<file path="src/rtl/chmlp_pkg.sv">
// ----------------------------------------------------------------------------
// chmlp_pkg
// Shared types and constants of the counting hash map with linear probing.
// ----------------------------------------------------------------------------
package chmlp_pkg;

    // Operation codes
    localparam logic [1:0] OP_INSERT = 2'd0;
    localparam logic [1:0] OP_FIND   = 2'd1;
    localparam logic [1:0] OP_CLEAR  = 2'd2;
    localparam logic [1:0] OP_NONE   = 2'd3;

    // Multiplicative hash constant and its 32-bit halves
    localparam logic [63:0] HASH_MUL    = 64'd12345678911234567891;
    localparam logic [31:0] HASH_MUL_LO = HASH_MUL[31:0];
    localparam logic [31:0] HASH_MUL_HI = HASH_MUL[63:32];

    // Saturation value of a slot count
    localparam logic [30:0] COUNT_MAX = 31'h7FFF_FFFF;

    // Queue between front and back
    localparam int FIFO_DEPTH    = 2;
    localparam int FIFO_PTR_BITS = 1;

    // Request and result payloads
    typedef struct packed {
        logic [1:0]  opcode;
        logic [63:0] key;
    } req_t;

    typedef struct packed {
        logic [30:0] count;
        logic        status;
    } res_t;

    // One table slot as stored in memory
    typedef struct packed {
        logic        valid;
        logic [63:0] key;
        logic [30:0] count;
    } slot_t;

    // Queue status seen by the producer and the consumer
    typedef struct packed {
        logic full;
        logic empty;
    } fifo_stat_t;

    typedef enum logic [2:0] {
        FR_IDLE,
        FR_MUL_LO,
        FR_MUL_X1,
        FR_MUL_X2,
        FR_PUSH
    } front_state_t;

    typedef enum logic [2:0] {
        BK_INIT,
        BK_IDLE,
        BK_PROBE,
        BK_CLEAR,
        BK_FINISH
    } back_state_t;

endpackage

</file>
<file path="src/rtl/chmlp_fifo.sv">
// ----------------------------------------------------------------------------
// chmlp_fifo
// Two-entry queue that decouples the hashing front from the probing back.
// ----------------------------------------------------------------------------
module chmlp_fifo
    import chmlp_pkg::*;
#(
    parameter int WIDTH = 76
)
(
    input  logic             clk,
    input  logic             rst_n,
    input  logic             push,
    input  logic [WIDTH-1:0] push_data,
    input  logic             pop,
    output logic [WIDTH-1:0] head_data,
    output fifo_stat_t       stat
);

    logic [WIDTH-1:0]         entry_reg [FIFO_DEPTH];
    logic [FIFO_PTR_BITS-1:0] wr_ptr_reg;
    logic [FIFO_PTR_BITS-1:0] rd_ptr_reg;
    logic [FIFO_PTR_BITS:0]   fill_reg;

    assign stat.full  = (fill_reg == (FIFO_PTR_BITS+1)'(FIFO_DEPTH));
    assign stat.empty = (fill_reg == '0);
    assign head_data  = entry_reg[rd_ptr_reg];

    // Advance pointers and fill level
    always_ff @(posedge clk or negedge rst_n)
    begin
        if (!rst_n)
        begin
            wr_ptr_reg <= '0;
            rd_ptr_reg <= '0;
            fill_reg   <= '0;
        end
        else
        begin
            if (push)
            begin
                wr_ptr_reg <= wr_ptr_reg + 1'b1;
            end
            if (pop)
            begin
                rd_ptr_reg <= rd_ptr_reg + 1'b1;
            end
            if (push && !pop)
            begin
                fill_reg <= fill_reg + 1'b1;
            end
            else if (pop && !push)
            begin
                fill_reg <= fill_reg - 1'b1;
            end
        end
    end

    // Store entries
    always_ff @(posedge clk)
    begin
        if (push)
        begin
            entry_reg[wr_ptr_reg] <= push_data;
        end
    end

endmodule

</file>
<file path="config.mk">
export PLATFORM = sky130hd
export DESIGN_NAME = chmlp_fifo
export DESIGN_NICKNAME = d
export VERILOG_FILES = /design/src/rtl/chmlp_pkg.sv /design/src/rtl/chmlp_fifo.sv
export SDC_FILE = /design/constraint.sdc
export NUM_CORES = 1
export LEC_CHECK = 0
export BUFFER_PORTS_ARGS = -buffer_cell sky130_fd_sc_hd__buf_2
export CAP_MARGIN = 30
export CORE_UTILIZATION = 50
export CTS_BUF_LIST = sky130_fd_sc_hd__clkbuf_8 sky130_fd_sc_hd__clkbuf_16
export CTS_CLUSTER_DIAMETER = 40
export CTS_CLUSTER_SIZE = 14
export DETAILED_ROUTE_END_ITERATION = 12
export GPL_TIMING_DRIVEN = 0
export PLACE_DENSITY = 0.78
export SETUP_SLACK_MARGIN = 0.05
export SLEW_MARGIN = 0
export SYNTH_ARGS = -nofsm -noshare
export SYNTH_HDL_FRONTEND = slang
export SYNTH_SLANG_ARGS = --single-unit
</file>
<file path="constraint.sdc">
create_clock -name clk -period 5.53 [get_ports clk]
set_input_delay 0.2765 -clock clk [delete_from_list [all_inputs] [get_ports clk]]
set_output_delay 0.2765 -clock clk [all_outputs]
set_load 0.1 [all_outputs]
</file>
==> impl_metrics.env <==
export IMPL_timing_setup_tns_ns=0
export IMPL_drt_iter0_markers=108
export IMPL_grt_use_total=0.168
export IMPL_fin_worst_skew_ns=0.00466
export IMPL_avgSynthCellArea_um2=23.0
export IMPL_synth_commonest_cells="edfxtp_1 (152), mux2_2 (46), mux2_4 (30)"
export IMPL_fin_crit_sh=0.381
export IMPL_ys_seq_area_frac=0.803
export IMPL_grt_antenna_before_repair=1
export IMPL_hp_class="input pin to register"
export IMPL_async_flop_share=0.0256
export IMPL_area_delta_synth_final_pct=27.8
export IMPL_die_h_um=110
export IMPL_synth_seq_cells=156
export IMPL_max_cap_violations=0
export IMPL_die_w_um=110
export IMPL_fmax_mhz=475
export IMPL_cp_data_arrival_time_ns=1.83
export IMPL_worstMarginPinSlew_ns=0.687
export IMPL_finalSetupViolations=0
export IMPL_path_class="register to output pin"
export IMPL_routabilityCongestion=0.688
export IMPL_dieArea_um2=12000
export IMPL_post_cts_resized=0
export IMPL_num_nets_final=514
export IMPL_yosysTopAreaCell="edfxtp_1"
export IMPL_antenna_left=0
export IMPL_start_util=0.524
export IMPL_portBuffers=157
export IMPL_coreArea_um2=11100
export IMPL_rows=38
export IMPL_cp_max_fo=10
export IMPL_critPathRequiredTime_ns=5.25
export IMPL_finalHoldViolations=0
export IMPL_worstSetupEndpointType="output pin"
export IMPL_dr_pass1_iters=4
export IMPL_ys_warn_count=0
export IMPL_clk_transition_reported_paths_ns=0.06
export IMPL_h_tree_depth=4
export IMPL_wl_per_cell_um=16.1
export IMPL_status="complete, no violations"
export IMPL_netlist_area_um2=5810
export IMPL_synth_most_common_cell="edfxtp_1"
export IMPL_rsz0062_at_grt="no"
export IMPL_slew_headroom=0.541
export IMPL_cts_root_buffer="clkbuf_16"
export IMPL_postCtsSetupBuffers=0
export IMPL_hpwl_um=6460
export IMPL_cts_num_sinks=156
export IMPL_clockBufferDepth=2
export IMPL_grt_max_degree=42
export IMPL_gr_total_overflow=0
export IMPL_largest_register_ffs=152
export IMPL_synth_edf_count=152
export IMPL_synth_top_flop_cell="edfxtp_1"
export IMPL_min_period_ns=2.11
export IMPL_drc=0
export IMPL_synth_top_area_frac=0.786
export IMPL_ys_top_cells_by_area="edfxtp_1 (79%), mux2_2 (8.9%), mux2_4 (7.8%)"
export IMPL_clk_latency_ns=0.41
export IMPL_drive_above_1_share=0.621
export IMPL_synth_cell_types=14
export IMPL_grt_pass1_wl_um=14500
export IMPL_fillers=757
export IMPL_cts_buffers=17
export IMPL_diodes=0
export IMPL_routed_via_density=4.93
export IMPL_syn_inst=253
export IMPL_synth_fp_nets=334
export IMPL_start_kind="register"
export IMPL_vias=2891
export IMPL_grt_pass1_vias=3123
export IMPL_cts_tree="yes"
export IMPL_ios=158
export IMPL_wirelength_um=9460
export IMPL_maxSlewViolCount=0
-- logic make-up after synthesis --
kind of cell	after synthesis	share of synthesized area
flip-flops	156	0.803
AND/OR/NAND/NOR	5	0.00453
buffers and inverters	10	0.0157
multiplexers	76	0.167
XOR/XNOR	5	0.00754
adder cells (fa/ha/maj)	1	0.00215
-- what timing repair did --
item | 4_1_cts | 5_1_grt
setup endpoints to repair | 0 | 0
hold endpoints to repair | 4 | 0
hold buffers | 1 | 0
-- worst paths after layout --
| kind | startpoint | endpoint | slack [ns] | cells past startpoint |
|---|---|---|---|---|
| hold / removal | push_data[66] | entry_reg[0][66]$_DFFE_PP_ | 0.05 | 1 |
| setup reg to reg | wr_ptr_reg$_DFFE_PN0P_ | entry_reg[0][74]$_DFFE_PP_ | 3.90 | 2 |
| setup / recovery | rd_ptr_reg$_DFFE_PN0P_ | head_data[35] | 3.42 | 5 |
| max in group asynchronous | rst_n | rd_ptr_reg$_DFFE_PN0P_ | 5.19 | 2 |
| hold reg to reg | fill_reg[1]$_DFFE_PN0P_ | fill_reg[1]$_DFFE_PN0P_ | 0.51 | 1 |
| min in group asynchronous | rst_n | fill_reg[0]$_DFFE_PN0P_ | 0.21 | 2 |
-- worst max-delay path, cell delays in order (launching register included) --
cell and delay (ns):
dfrtp_1 0.37, buf_6 0.13, buf_6 0.15, buf_8 0.16, mux2_4 0.19, buf_2 0.42
-- cells in the final DEF (no fill, tap or decap), types with 2 or more instances in the layout --
master,count
clkinv_2,3
buf_12,3
edfxtp_1,152
clkinv_4,5
clkinv_1,2
mux2_2,46
xor2_1,4
buf_8,3
clkbuf_16,17
mux2_4,30
bufinv_16,2
buf_6,2
nor2_1,2
buf_2,161
clkinvlp_4,2
dfrtp_1,4
-- per-stage QoR --
stage | hold slack [ns] | setup slack [ns] | instances | util | instance area (um^2)
2_1_floorplan | -0.0191 | 1.24 | 253 | - | 5810
3_3_place_gp | 0.0824 | -0.508 | 550 | 0.611 | 6770
3_5_place_dp | 0.0937 | 3.82 | 553 | 0.617 | 6840
4_1_cts | 0.0374 | 3.39 | 586 | 0.670 | 7420
5_1_grt | 0.0365 | 3.34 | 586 | 0.670 | 7420
6_report | 0.0529 | 3.42 | 586 | 0.670 | 7420
-- metal layers --
metal | track usage | up-vias | part of all wire | wire length, um
li1 | - | 1367 | - | -
met3 | 0.0759 | 13 | 0.091 | 864
met2 | 0.283 | 122 | 0.51 | 4800
met5 | 0 | - | 0.0011 | 10
met4 | 0.0733 | 2 | 0.011 | 107
met1 | 0.183 | 1387 | 0.39 | 3680
-- layout make-up --
| class | count | area, um^2 | share of cell area |
|---|---|---|---|
| flip-flops and latches | 156 | 4660 | 0.628 |
| multi-input cells | 87 | 1060 | 0.143 |
| repair buffers | 161 | 856 | 0.115 |
| clock buffers | 17 | 425 | 0.0573 |
| well taps | 140 | 175 | 0.0236 |
| clock inverters | 15 | 150 | 0.0202 |
| plain buffers | 9 | 87.6 | 0.0118 |
| inverters | 1 | 3.75 | 0.000506 |
Power is left out: the tool's default activity adds up to more than one toggle a clock period on the data nets, which glitch-free logic cannot reach.
