`src/rtl/chmlp_pkg.sv`:
```
// ----------------------------------------------------------------------------
// chmlp_pkg
// Shared types and constants of the counting hash map with linear probing.
// ----------------------------------------------------------------------------
package chmlp_pkg;

    // Operation codes
    localparam logic [1:0] OP_INSERT = 2'd0;
    localparam logic [1:0] OP_FIND   = 2'd1;
    localparam logic [1:0] OP_CLEAR  = 2'd2;
    localparam logic [1:0] OP_NONE   = 2'd3;

    // Multiplicative hash constant and its 32-bit halves
    localparam logic [63:0] HASH_MUL    = 64'd12345678911234567891;
    localparam logic [31:0] HASH_MUL_LO = HASH_MUL[31:0];
    localparam logic [31:0] HASH_MUL_HI = HASH_MUL[63:32];

    // Saturation value of a slot count
    localparam logic [30:0] COUNT_MAX = 31'h7FFF_FFFF;

    // Queue between front and back
    localparam int FIFO_DEPTH    = 2;
    localparam int FIFO_PTR_BITS = 1;

    // Request and result payloads
    typedef struct packed {
        logic [1:0]  opcode;
        logic [63:0] key;
    } req_t;

    typedef struct packed {
        logic [30:0] count;
        logic        status;
    } res_t;

    // One table slot as stored in memory
    typedef struct packed {
        logic        valid;
        logic [63:0] key;
        logic [30:0] count;
    } slot_t;

    // Queue status seen by the producer and the consumer
    typedef struct packed {
        logic full;
        logic empty;
    } fifo_stat_t;

    typedef enum logic [2:0] {
        FR_IDLE,
        FR_MUL_LO,
        FR_MUL_X1,
        FR_MUL_X2,
        FR_PUSH
    } front_state_t;

    typedef enum logic [2:0] {
        BK_INIT,
        BK_IDLE,
        BK_PROBE,
        BK_CLEAR,
        BK_FINISH
    } back_state_t;

endpackage

```
`src/rtl/chmlp_front.sv`:
```
// ----------------------------------------------------------------------------
// chmlp_front
// Accepts requests and computes the home slot with one shared 32x32
// multiplier in states FR_MUL_LO, FR_MUL_X1 and FR_MUL_X2, then pushes request and home slot to the queue.
// ----------------------------------------------------------------------------
module chmlp_front
    import chmlp_pkg::*;
#(
    parameter int INDEX_BITS = 10
)
(
    input  logic                  clk,
    input  logic                  rst_n,
    input  logic                  req_valid,
    output logic                  req_stall,
    input  req_t                  req_data,
    input  fifo_stat_t            fifo_stat,
    output logic                  push,
    output req_t                  push_req,
    output logic [INDEX_BITS-1:0] push_home
);

    front_state_t state_reg;
    front_state_t state_next;
    req_t         req_reg;
    logic [31:0]  prod_reg;
    logic [31:0]  cross_reg;
    logic [31:0]  mul_a;
    logic [31:0]  mul_b;
    logic [63:0]  mul_p;
    logic [31:0]  hash_hi;
    logic         take;

    // Select multiplier operands for each partial product
    always_comb
    begin
        unique case (state_reg)
            FR_MUL_LO:
            begin
                mul_a = req_reg.key[31:0];
                mul_b = HASH_MUL_LO;
            end
            FR_MUL_X1:
            begin
                mul_a = req_reg.key[63:32];
                mul_b = HASH_MUL_LO;
            end
            FR_MUL_X2:
            begin
                mul_a = req_reg.key[31:0];
                mul_b = HASH_MUL_HI;
            end
            default:
            begin
                mul_a = req_reg.key[31:0];
                mul_b = HASH_MUL_LO;
            end
        endcase
    end

    assign mul_p   = 64'(mul_a) * 64'(mul_b);
    assign hash_hi = prod_reg + cross_reg;

    // Next state
    always_comb
    begin
        state_next = state_reg;
        unique case (state_reg)
            FR_IDLE:
            begin
                if (req_valid)
                begin
                    state_next = FR_MUL_LO;
                end
            end
            FR_MUL_LO: state_next = FR_MUL_X1;
            FR_MUL_X1: state_next = FR_MUL_X2;
            FR_MUL_X2: state_next = FR_PUSH;
            FR_PUSH:
            begin
                if (!fifo_stat.full)
                begin
                    state_next = req_valid ? FR_MUL_LO : FR_IDLE;
                end
            end
            default: state_next = FR_IDLE;
        endcase
    end

    // Outputs
    always_comb
    begin
        req_stall = 1'b1;
        push      = 1'b0;
        unique case (state_reg)
            FR_IDLE:
            begin
                req_stall = 1'b0;
            end
            FR_PUSH:
            begin
                push      = !fifo_stat.full;
                req_stall = fifo_stat.full;
            end
            default:
            begin
                req_stall = 1'b1;
            end
        endcase
    end

    assign take      = req_valid && !req_stall;
    assign push_req  = req_reg;
    assign push_home = hash_hi[31 -: INDEX_BITS];

    // Hold state
    always_ff @(posedge clk or negedge rst_n)
    begin
        if (!rst_n)
        begin
            state_reg <= FR_IDLE;
        end
        else
        begin
            state_reg <= state_next;
        end
    end

    // Capture the request and accumulate partial products
    always_ff @(posedge clk)
    begin
        if (take)
        begin
            req_reg <= req_data;
        end
        if (state_reg == FR_MUL_LO)
        begin
            prod_reg <= mul_p[63:32];
        end
        if (state_reg == FR_MUL_X1)
        begin
            cross_reg <= mul_p[31:0];
        end
        if (state_reg == FR_MUL_X2)
        begin
            cross_reg <= cross_reg + mul_p[31:0];
        end
    end

endmodule

```
`config.mk`:
```
export PLATFORM = sky130hd
export DESIGN_NAME = chmlp_front
export DESIGN_NICKNAME = d
export VERILOG_FILES = /design/src/rtl/chmlp_pkg.sv /design/src/rtl/chmlp_front.sv
export SDC_FILE = /design/constraint.sdc
export NUM_CORES = 2
export LEC_CHECK = 0
export BUFFER_PORTS_ARGS = -buffer_cell sky130_fd_sc_hd__buf_2
export CORE_MARGIN = 4
export CORE_UTILIZATION = 30
export DETAILED_ROUTE_END_ITERATION = 10
export HOLD_SLACK_MARGIN = 0.15
export SYNTH_ARGS = -nofsm -noshare
export SYNTH_HDL_FRONTEND = slang
export SYNTH_SLANG_ARGS = --single-unit
```
`constraint.sdc`:
```
create_clock -name clk -period 15.08 [get_ports clk]
set_input_delay 1.508 -clock clk [delete_from_list [all_inputs] [get_ports clk]]
set_output_delay 1.508 -clock clk [all_outputs]
set_load 0.01 [all_outputs]
```
==> flow_summary.toml <==
[outcome]
status = "finished, final reports clean"

[placement]
io_buffers = 147
hpwlAfterDp_um = 81700
place_congestion = 0.935
place_ws_ns = 2.86

[floorplanning]
die_x_um = 338
die_h_um = 338
rows = 120
start_util_pct = 30.3
die-area_um2 = 114000
io_pins = 149
core_area_um2 = 108000

[global_route]
track_usage_pct = 16.5
grt_max_degree = 71
grt_pass1_vias = 23226
grt_antenna_before_repair = 0
grt-ovfl-total = 0
grt_pass1_wl_um = 138000

[logic_synthesis]
synthTopCellsByCount = "inv_1, fa_1, ha_1"
synth_top_area_cell = "fa_1"
netlist_area_um2 = 32600
ys_ff_latch = 133
yosysTopAreaCellShare_pct = 38.4
synth.avg_cell_area_um2 = 10.1
syn_inst = 3219
synth-edff-count = 130
synth.most_common_cell = "inv_1"
ys_seq_area_share_pct = 12.2
async_reset_ff_share_pct = 2.26
yosys-top-cells-area = "fa_1, ha_1, edfxtp_1"
ys_types = 76
ys.flop_type = "edfxtp_1"
ys_warn_count = 0

[drt]
highest_layer = "met4"
met1_length_um = 40000
drcViolationCount = 0
drt-wirelength-per-cell_um = 19.6
drt-initial-drc-count = 1451
viasPerCell = 4.73
num_vias = 22234
finalWirelength_um = 92200
wl_met2_um = 42000
dr_wl_met3_um = 6510
ant_nets = 0
dr.pass1.iters = 5

[timing]
rsz0062_at_grt = "false"
final.setup.worst_slack_ns = 2.89
finalSetupViolations = 0
max-slew-margin-rel_pct = 24.0
hold_viol = 0
finalMaxSlewViolations = 0
worstMarginPinSlew_ns = 1.14
period_share_pct = 80.9
skew_ns = 0.0168
setup_tns_ns = 0
fmax_ghz = 0.0820
finalCriticalPeriod_ns = 12.19

[clocking]
cts.sinks = 133
cts_buffers = 17
hold_buffers = 0
postCtsSetupBuffers = 0
cts_tree = "built"
cts.repair.resized = 0
htree_levels = 4
clock_tree.buffer_depth = 2
cts-root-buf = "clkbuf_16"
clkTransAtPathRegs_ns = 0.08
clock_latency_ns = 0.51

[hold_path]
hold_class = "flip-flop to flip-flop"
min_from = "state_reg[1]"

[worst_setup_path]
crit_path_frequent_cell = "fa_1"
critPathLaunchType = "flip-flop"
cp-startpoint = "state_reg[1]"
path_max_fanout = 35
worstReg2RegStart = "state_reg[1]"
cp_slowest_cell = "nor2b_4"
worstSetupEndpointType = "flip-flop"
crit_required_ns = 15.34
slowest_delay_ns = 0.97
arrival_ns = 12.45
critPathKind = "flip-flop to flip-flop"

[final_layout]
largest_register_ffs = 66
final_nets = 4509
num_antenna_cells = 0
synthToLayoutAreaGrowth_pct = 8.49
drive_gt1_share_pct = 7.79

[run]
cap_violations = 0
per-stage QoR:
step / area (um^2) / cells / util (%) / hold slack, ns
2_1_floorplan: 32600 / 3224 / - / 0.514
3_3_place_gp: 34800 / 4672 / 32.3 / 0.590
3_5_place_dp: 34800 / 4672 / 32.3 / 0.634
4_1_cts: 35400 / 4704 / 32.9 / 0.636
5_1_grt: 35400 / 4704 / 32.9 / 0.685
6_report: 35400 / 4704 / 32.9 / 0.633
metal layers:
layer  up-vias  GRT usage (%)
li1      10229              -
met1     11181           22.1
met2       688           25.9
met3       136           3.76
met4         0           6.35
met5         -              0
path summary, 6_finish.rpt:
check	end	slack (ns)	cells past startpoint
max	cross_reg[31]	2.89	34
max reg2reg	cross_reg[31]	2.89	34
min	state_reg[2]	0.63	1
min reg2reg	state_reg[2]	0.63	1
min in group asynchronous	state_reg[2]	0.78	1
max in group asynchronous	state_reg[1]	14.19	1
cell families (layout without fill, tap and decap cells):
group / Yosys count / in the layout / synth area share, %
and+or+nand+nor: 432 / 432 / 5.98
xor gates and xnor gates: 115 / 115 / 3.09
buffers and inverters: 972 / 1049 / 11.4
AOI/OAI and AO/OA: 382 / 382 / 7.68
other: 1 / 6 / 0.0115
adders and majority gates: 1150 / 1150 / 58.5
muxes: 34 / 34 / 1.12
DFF: 133 / 133 / 12.2
critical path: cells and delay by family (launching register included):
kind	cells	cell delay, ns
xor+xnor	3	0.59
fa+ha+maj	10	4.43
buf+inv	4	0.78
compound gates	6	1.85
mux	1	0.51
simple gates	10	3.26
flops	1	0.49
cell type report:
| type | count | area (um^2) |
|---|---|---|
| Clock buffer | 17 | 425 |
| Clock inverter | 15 | 204 |
| Fill cell | 11044 | 72100 |
| Inverter | 856 | 3210 |
| Multi-Input combinational cell | 2119 | 25000 |
| Sequential cell | 133 | 3980 |
| Tap cell | 1403 | 1760 |
| Timing Repair Buffer | 161 | 841 |
cells in the final DEF (no fill, tap or decap), drive strengths merged, types with 75 or more instances in the layout:
master	netlist	routed
fa	625	625
xnor2	75	75
ha	525	525
a21oi	109	109
nor2	107	107
inv	855	864
buf	17	161
nand2	182	182
edfxtp	130	130
o21ai	97	97
Power is left out: the tool's default activity adds up to more than one toggle a clock period on the data nets, which glitch-free logic cannot reach.
